===== src/design/blob_autotile_classifier_core_assert.svh =====
// ----------------------------------------------------------------------------
// Assertion macros for the blob autotile classifier
// Immediate-consequence and next-cycle checks, sampled on clk, off in reset.
// ----------------------------------------------------------------------------
`ifndef BLOB_AUTOTILE_CLASSIFIER_CORE_ASSERT_SVH
`define BLOB_AUTOTILE_CLASSIFIER_CORE_ASSERT_SVH

// consequent must hold in the same cycle as the antecedent
`define BAT_ASSERT_NOW(label, ante, cons, msg) \
    label: assert property (@(posedge clk) disable iff (!rst_n) (ante) |-> (cons)) \
        else $error(msg);

// consequent must hold in the cycle after the antecedent
`define BAT_ASSERT_NEXT(label, ante, cons, msg) \
    label: assert property (@(posedge clk) disable iff (!rst_n) (ante) |=> (cons)) \
        else $error(msg);

`endif


===== src/design/bat_pkg.sv =====
// ----------------------------------------------------------------------------
// bat_pkg
// Shared types, sheet table and mask helpers of the blob autotile classifier.
// ----------------------------------------------------------------------------
`default_nettype none

package bat_pkg;

    // one column slot of the two line stores
    typedef struct packed {
        logic older;
        logic newer;
    } bat_taps_t;

    localparam int SHEET_SLOTS = 48;
    localparam logic [3:0] SHEET_LAST_ROW = 4'd11;

    // blank slot is 9'h100, which no 8-bit mask matches
    localparam logic [8:0] SHEET_MASKS [SHEET_SLOTS] = '{
        9'd16,  9'd17,  9'd1,   9'd0,
        9'd20,  9'd21,  9'd5,   9'd4,
        9'd84,  9'd85,  9'd69,  9'd68,
        9'd80,  9'd81,  9'd65,  9'd64,
        9'd213, 9'd29,  9'd23,  9'd117,
        9'd92,  9'd127, 9'd223, 9'd71,
        9'd116, 9'd253, 9'd247, 9'd197,
        9'd87,  9'd113, 9'd209, 9'd93,
        9'd28,  9'd31,  9'd95,  9'd7,
        9'd125, 9'd119, 9'd255, 9'd199,
        9'd124, 9'h100, 9'd221, 9'd215,
        9'd112, 9'd245, 9'd241, 9'd193
    };

    // window: bits 2..0 newest column (bottom, mid, top), 5..3 centre, 8..6 oldest
    function automatic logic [7:0] build_mask(input logic [8:0] w);
        logic [7:0] m;
        m = {w[6], w[7], w[8], w[5], w[2], w[1], w[0], w[3]};
        if (!(m[0] && m[2])) m[1] = 1'b0;
        if (!(m[2] && m[4])) m[3] = 1'b0;
        if (!(m[4] && m[6])) m[5] = 1'b0;
        if (!(m[6] && m[0])) m[7] = 1'b0;
        return m;
    endfunction

    // first matching slot, zero when none
    function automatic logic [5:0] find_slot(input logic [7:0] m);
        logic [5:0] slot;
        logic       found;
        slot  = '0;
        found = 1'b0;
        for (int i = 0; i < SHEET_SLOTS; i++) begin
            if (!found && (SHEET_MASKS[i] == {1'b0, m})) begin
                slot  = 6'(i);
                found = 1'b1;
            end
        end
        return slot;
    endfunction

endpackage

`default_nettype wire


===== src/design/bat_cell.sv =====
// ----------------------------------------------------------------------------
// bat_cell
// One column slot of both line stores; passes its bits on at each shift.
// ----------------------------------------------------------------------------
`default_nettype none

module bat_cell (
    input  wire logic               clk,
    input  wire logic               shift_en,
    input  wire bat_pkg::bat_taps_t tap_in,
    output bat_pkg::bat_taps_t      tap_out
);
    import bat_pkg::*;

    bat_taps_t taps_reg;

    // line store contents need no reset: rows 0 and 1 of a map fill them
    always_ff @(posedge clk)
    begin
        if (shift_en)
        begin
            taps_reg <= tap_in;
        end
    end

    assign tap_out = taps_reg;

endmodule

`default_nettype wire


===== src/design/bat_line.sv =====
// ----------------------------------------------------------------------------
// bat_line
// Chain of DEPTH cells forming the two row delay lines.
// ----------------------------------------------------------------------------
`default_nettype none

module bat_line #(
    parameter int DEPTH = 64
) (
    input  wire logic clk,
    input  wire logic shift_en,
    input  wire logic filled,
    output logic      top,
    output logic      mid
);
    import bat_pkg::*;

    bat_taps_t chain [DEPTH+1];

    // the newer line's end feeds the older line's head
    assign chain[0].newer = filled;
    assign chain[0].older = chain[DEPTH].newer;

    for (genvar i = 0; i < DEPTH; i++)
    begin : g_cell
        bat_cell u_cell (
            .clk      (clk),
            .shift_en (shift_en),
            .tap_in   (chain[i]),
            .tap_out  (chain[i+1])
        );
    end

    assign top = chain[DEPTH].older;
    assign mid = chain[DEPTH].newer;

endmodule

`default_nettype wire


===== src/design/blob_autotile_classifier_core.sv =====
// ----------------------------------------------------------------------------
// blob_autotile_classifier_core
// 47-tile blob autotile classifier over a raster-order tile map stream.
// ----------------------------------------------------------------------------
// Input words (s_*) carry one map cell each in raster order; tile_code nonzero
// means filled, s_tuser marks the first cell of a map and restarts the row and
// column counters. Output words (m_*) carry one classified interior cell: its
// position (one row up and one column left of the cell just taken), the
// diagonal-cleaned neighbour mask and the sprite-sheet column and row.
// Empty, border and first-two-rows/columns cells produce no output word.
// Throughput: one input word per cycle unless the output stalls; the line stores are a chain of
// MAP_COLUMNS cells that all shift on each accepted word.
// Pipeline: an input word's result passes the window register, then the output
// register, before it appears on m_tvalid.
// Stall: s_tready = !m_tvalid || m_tready, so the whole pipe holds while the
// output word waits; nothing is dropped.
// Reset: counters, window and valids clear; the line store contents are left
// as is, since rows 0 and 1 of every map overwrite them before use.
// ----------------------------------------------------------------------------
`default_nettype none

`include "blob_autotile_classifier_core_assert.svh"

module blob_autotile_classifier_core #(
    parameter int MAP_COLUMNS = 64,
    parameter int MAP_ROWS    = 64
) (
    input  wire logic        clk,
    input  wire logic        rst_n,
    input  wire logic        s_tvalid,
    output logic             s_tready,
    input  wire logic [7:0]  s_tdata,   // [7:0] tile_code
    input  wire logic        s_tuser,   // [0] start_of_map
    output logic             m_tvalid,
    input  wire logic        m_tready,
    output logic [31:0]      m_tdata    // [5:0] cell_row, [11:6] cell_column,
                                        // [19:12] neighbour_mask,
                                        // [21:20] sheet_column, [25:22] sheet_row
);
    import bat_pkg::*;

    localparam int CW  = $clog2(MAP_COLUMNS);
    localparam int RW  = $clog2(MAP_ROWS);
    localparam int CXW = (CW > 6) ? CW : 6;
    localparam int RXW = (RW > 6) ? RW : 6;

    logic          advance;
    logic          accept;
    logic          filled;
    logic          top;
    logic          mid;
    logic          hit;
    logic [CW-1:0] col_eff;
    logic [RW-1:0] row_eff;
    logic [CXW-1:0] col_wide;
    logic [RXW-1:0] row_wide;
    logic [7:0]    mask;
    logic [5:0]    slot;

    logic [8:0]    window_reg;
    logic [8:0]    window_next;
    logic [CW-1:0] col_reg;
    logic [CW-1:0] col_next;
    logic [RW-1:0] row_reg;
    logic [RW-1:0] row_next;
    logic          s1_valid_reg;
    logic [5:0]    s1_row_reg;
    logic [5:0]    s1_col_reg;
    logic          m_valid_reg;
    logic [31:0]   m_tdata_reg;
    logic [31:0]   m_tdata_next;

    assign advance  = !m_valid_reg || m_tready;
    assign s_tready = advance;
    assign accept   = s_tvalid && advance;
    assign filled   = |s_tdata;

    bat_line #(
        .DEPTH (MAP_COLUMNS)
    ) u_line (
        .clk      (clk),
        .shift_en (accept),
        .filled   (filled),
        .top      (top),
        .mid      (mid)
    );

    always_comb
    begin
        col_eff     = s_tuser ? '0 : col_reg;
        row_eff     = s_tuser ? '0 : row_reg;
        window_next = {window_reg[5:0], filled, mid, top};
        hit         = (row_eff >= RW'(2)) && (col_eff >= CW'(2)) && window_next[4];
        col_wide    = CXW'(col_eff) - CXW'(1);
        row_wide    = RXW'(row_eff) - RXW'(1);
        if (col_eff == CW'(MAP_COLUMNS - 1))
        begin
            col_next = '0;
            row_next = (row_eff == RW'(MAP_ROWS - 1)) ? '0 : row_eff + RW'(1);
        end
        else
        begin
            col_next = col_eff + CW'(1);
            row_next = row_eff;
        end
    end

    // classify from the window register, which holds the item in stage one
    always_comb
    begin
        mask         = build_mask(window_reg);
        slot         = find_slot(mask);
        m_tdata_next = {6'd0, slot[5:2], slot[1:0], mask, s1_col_reg, s1_row_reg};
    end

    always_ff @(posedge clk or negedge rst_n)
    begin
        if (!rst_n)
        begin
            window_reg   <= '0;
            col_reg      <= '0;
            row_reg      <= '0;
            s1_valid_reg <= 1'b0;
            m_valid_reg  <= 1'b0;
        end
        else
        begin
            if (accept)
            begin
                window_reg <= window_next;
                col_reg    <= col_next;
                row_reg    <= row_next;
            end
            if (advance)
            begin
                s1_valid_reg <= accept && hit;
                m_valid_reg  <= s1_valid_reg;
            end
        end
    end

    always_ff @(posedge clk)
    begin
        if (advance)
        begin
            s1_row_reg  <= row_wide[5:0];
            s1_col_reg  <= col_wide[5:0];
            m_tdata_reg <= m_tdata_next;
        end
    end

    assign m_tvalid = m_valid_reg;
    assign m_tdata  = m_tdata_reg;

    `BAT_ASSERT_NOW(a_centre_filled, s1_valid_reg, window_reg[4],
        "stage one holds a result with an empty centre cell")
    `BAT_ASSERT_NEXT(a_start_restarts, accept && s_tuser,
        (col_reg == CW'(1)) && (row_reg == '0),
        "start of map did not restart the position counters")
    `BAT_ASSERT_NOW(a_diag_cleaned, m_valid_reg,
        (!m_tdata_reg[13] || (m_tdata_reg[12] && m_tdata_reg[14])) &&
        (!m_tdata_reg[15] || (m_tdata_reg[14] && m_tdata_reg[16])) &&
        (!m_tdata_reg[17] || (m_tdata_reg[16] && m_tdata_reg[18])) &&
        (!m_tdata_reg[19] || (m_tdata_reg[18] && m_tdata_reg[12])),
        "diagonal bit set without both adjacent edge bits")
    `BAT_ASSERT_NOW(a_sheet_row_range, m_valid_reg,
        m_tdata_reg[25:22] <= SHEET_LAST_ROW,
        "sheet row beyond the last sheet row")

endmodule

`default_nettype wire

===== config.mk =====
export PLATFORM = sky130hd
export DESIGN_NAME = blob_autotile_classifier_core
export DESIGN_NICKNAME = d
export VERILOG_FILES = /design/src/design/bat_pkg.sv /design/src/design/bat_cell.sv /design/src/design/bat_line.sv /design/src/design/blob_autotile_classifier_core.sv
export VERILOG_INCLUDE_DIRS = /design/src /design/src/design
export SDC_FILE = /design/constraint.sdc
export NUM_CORES = 1
export LEC_CHECK = 0
export BUFFER_PORTS_ARGS = -buffer_cell sky130_fd_sc_hd__buf_2
export CAP_MARGIN = 15
export CELL_PAD_IN_SITES_DETAIL_PLACEMENT = 1
export CELL_PAD_IN_SITES_GLOBAL_PLACEMENT = 1
export CORE_UTILIZATION = 54
export DETAILED_ROUTE_END_ITERATION = 10
export GPL_TIMING_DRIVEN = 0
export PLACE_DENSITY = 0.81
export SYNTH_ARGS = -nofsm -noshare
export SYNTH_HDL_FRONTEND = slang
export SYNTH_HIERARCHICAL = 1
export SYNTH_SLANG_ARGS = --single-unit

===== constraint.sdc =====
create_clock -name clk -period 9.1 [get_ports clk]
set_input_delay 0.455 -clock clk [delete_from_list [all_inputs] [get_ports clk]]
set_output_delay 0.455 -clock clk [all_outputs]
set_load 0.05 [all_outputs]

==> metrics.md <==
| Metric | Value |
|---|---|
| Status | complete, no violations |
| Routed wire length | 17.4 mm |
| Biggest area consumer among synthesized cells | edfxtp_1 |
| Worst Setup SP | m_tvalid$_DFFE_PN0N_ |
| Max Root-Sink Buffers | 2 |
| Slew headroom | 44.2% |
| Peak VDD IR | 150 µV |
| Cells resized by post-CTS repair | 0 |
| Hpwl dp | 10.2 mm |
| CP bufs+invs | 5 |
| Initial core utilization | 55.5% |
| Clock buffer count from CTS | 17 |
| Post-synth ARST share | 12.2% |
| First-pass GRT wire length | 27.0 mm |
| FF-to-FF Start | m_tvalid$_DFFE_PN0N_ |
| Post-layout total power | 2010 µW |
| Initial antenna violation count | 1 |
| I/O pins | 47 |
| Slew Viols, Final | 0 |
| Clock Latency Late Sink | 440 ps |
| CP most frequent cell | buf_12 |
| Worst path cell trace | nand2b_2 > buf_12 > nand2_1 > inv_1 > buf_2 > buf_12 > buf_16 |
| Crit path capture type | flip-flop |
| Final #Nets | 595 |
| Placed cell areas | 7910 µm² |
| Flip-flop and latch area | 5560 µm² |
| Design Area, Final | 8530 µm² |
| Antenna cells | 0 |
| Number of port buffers | 40 |
| Postcts setup bufs | 0 |
| CTS tree | yes |
| Synth top area share | 67.6% |
| GR Util met3 | 5.94% |
| RSZ-0062 raised after global routing | no |
| CTS sink cnt | 189 |
| Setup Skew | 10.2 ps |
| Worst-margin pin slew | 837 ps |
| CTS Hold Bufs | 0 |
| Worst path top cell family by delay | buffers and inverters |
| Clock Tree Root | clkbuf_16 |
| Leakage dissipation | 0.00318 µW |
| Synthesized flop and latch total | 189 |
| Ys Warns | 6 |
| Routed WL per cell | 22.8 µm |
| Hold violation count in the final report | 0 |
| Top area cells in the synthesized netlist | edfxtp_1 (68%), dfrtp_1 (7.8%), nand2_1 (3.1%), o21ai_0 (1.8%), a21oi_1 (1.4%) |
| Number of remaining DRC errors | 0 |
| H-tree lvl count | 4 |
| Crit-path max cell delay | 720 ps |
| WS Path Type | reg2reg |
| Layout cell share with drive strength beyond 1 | 17.1% |
| Cell row count | 42 |
| Post-synth EDFFs | 166 |
| Avg Vias per Cell | 5.81 |
| Core area | 13300 µm² |
| Die height | 119 µm |
| Fin crit period | 2890 ps |
| Die area | 14100 µm² |
| DR iter-0 viols | 395 |
| Setup tns final | 0 ps |
| Worst Path Max Fanout | 39 |
| DRT antenna net count | 0 |
| Slowest CP cell | buf_2 |
| Synth Cell Area | 7380 µm² |
| Met2 Use GR | 41.1% |
| CP arrival | 3020 ps |
| Die Wd | 119 µm |
| Fillcell total | 1248 |
| F_max | 0.346 GHz |
| Fin cells | 765 |
| Period utilisation layout | 31.7% |
| Max cap viols | 0 |
| Via count | 4447 |
| Clk pin slew, worst setup/hold paths | 70 ps |
| Syn Area/Cell | 14.5 µm² |
| Critical Path RT | 9240 ps |
| Seq/Total Area, Yosys | 75.4% |
| Grt ovf | 0 |
| Largest net degree at the start of global routing | 47 |
| Placed cell count | 733 |
| Final setup fails | 0 |
| Worst hold path class | in2async |
| Synth Flop Type | edfxtp_1 |
| GR Layer Usage met1 | 37.0% |
| Max FFs per register | 128 |
| Area of the multi-input gates | 1600 µm² |
| Synth cell types | 63 |
| Pre-Repair DR Iteration Count | 5 |
| GRT Util Overall | 26.4% |
| Routability Congestion | 0.891 |
| GRT busiest layer | met2 |
| PD cells | 236 nW/µm² |
| Area delta synth->final | 15.7% |
| Startpoint type of the worst setup path | flip-flop |
| Vias in the first global route | 4624 |
| Synth Instances | 508 |
-- path summary, 6_finish.rpt --
| path | to | slack (ps) | cells past startpoint |
|---|---|---|---|
| worst max register to register | u_line/g_cell[20].u_cell/tap_out[0]$_DFFE_PP_ | 6210 | 7 |
| worst max-delay path | u_line/g_cell[20].u_cell/tap_out[0]$_DFFE_PP_ | 6210 | 7 |
| min in group clk | u_line/g_cell[0].u_cell/tap_out[0]$_DFFE_PP_ | 300 | 3 |
| worst min register to register | u_line/g_cell[58].u_cell/tap_out[1]$_DFFE_PP_ | 420 | 0 |
| max in group asynchronous | col_reg[2]$_DFFE_PN0P_ | 8710 | 1 |
| worst min-delay path | window_reg[3]$_DFFE_PN0P_ | 10 | 1 |
-- cell families after synthesis --
logic type                 count (synthesis)  share of synthesized area, %
DFF                                      189                          75.4
AOI/OAI and AO/OA                         86                          7.62
xor gates and xnor gates                   7                         0.831
other                                      1                        0.0508
adders and majority gates                  6                          1.02
muxes                                      2                         0.271
and+or+nand+nor                          169                          11.6
buffers and inverters                     48                          3.26
-- worst reg2reg max path: stages, from the launching register on --
cell and delay (ps):
dfrtp_1 390, nand2b_2 160, buf_12 260, nand2_1 230, inv_1 280, buf_2 720
buf_12 310, buf_16 220
-- cell usage in the layout, fill, tap and decap left out, drive strengths merged, types with 6 or more instances in the layout --
master  count
edfxtp    166
buf        64
nand2      61
clkbuf     32
o21ai      26
dfrtp      23
nor2       22
a21oi      20
inv        20
nand3      14
nor3       13
nand2b     13
nor4        6
nor2b       6
ha          6
conb        6
-- Yosys cell counts, types with 3 or more instances --
library cell,instances
a21oi_1,20
a22o_1,3
a311oi_1,3
a31oi_1,5
and2_1,3
and3_1,5
buf_1,3
buf_2,6
buf_4,8
buf_6,3
clkbuf_1,15
dfrtp_1,23
edfxtp_1,166
ha_1,6
inv_1,13
nand2_1,61
nand2b_1,12
nand3_1,14
nand3b_1,4
nand4_1,4
nor2_1,22
nor2b_1,6
nor3_1,13
nor4_1,6
o211ai_1,3
o21ai_0,26
or3_1,3
xnor2_1,5
-- power breakdown --
part	switching [µW]	leakage [µW]	internal (µW)
combinational	151	0.000954	52.8
sequential	25.9	0.00192	1010
clock	354	0.000300	422
total	531	0.00318	1480
-- layer usage --
metal / vias to the layer above / wire length, µm / part of all wire, %
met5: - / 0 / 0
met4: 0 / 318 / 1.8
met3: 26 / 887 / 5.1
met2: 176 / 8410 / 48
met1: 2226 / 7800 / 45
li1: 2019 / - / -
-- metrics by stage --
step | worst slack, ps | hold WS (ps) | util [%]
finish | 6210 | 9.58 | 64.2
global route | 6010 | 47.7 | 64.2
CTS | 6170 | 14.6 | 64.2
detailed placement | 5990 | 405 | 59.5
global placement | 950 | 401 | 58.8
floorplan | 2320 | 159 | -
-- layout make-up --
type / instances / share of cell area, %
repair buffers: 44 / 3.37
clock inverters: 15 / 2.35
inverters: 13 / 0.572
flip-flops and latches: 189 / 65.2
plain buffers: 35 / 2.26
multi-input cells: 276 / 18.7
well taps: 176 / 2.58
clock buffers: 17 / 4.99
(Power assumes the default switching activity.)
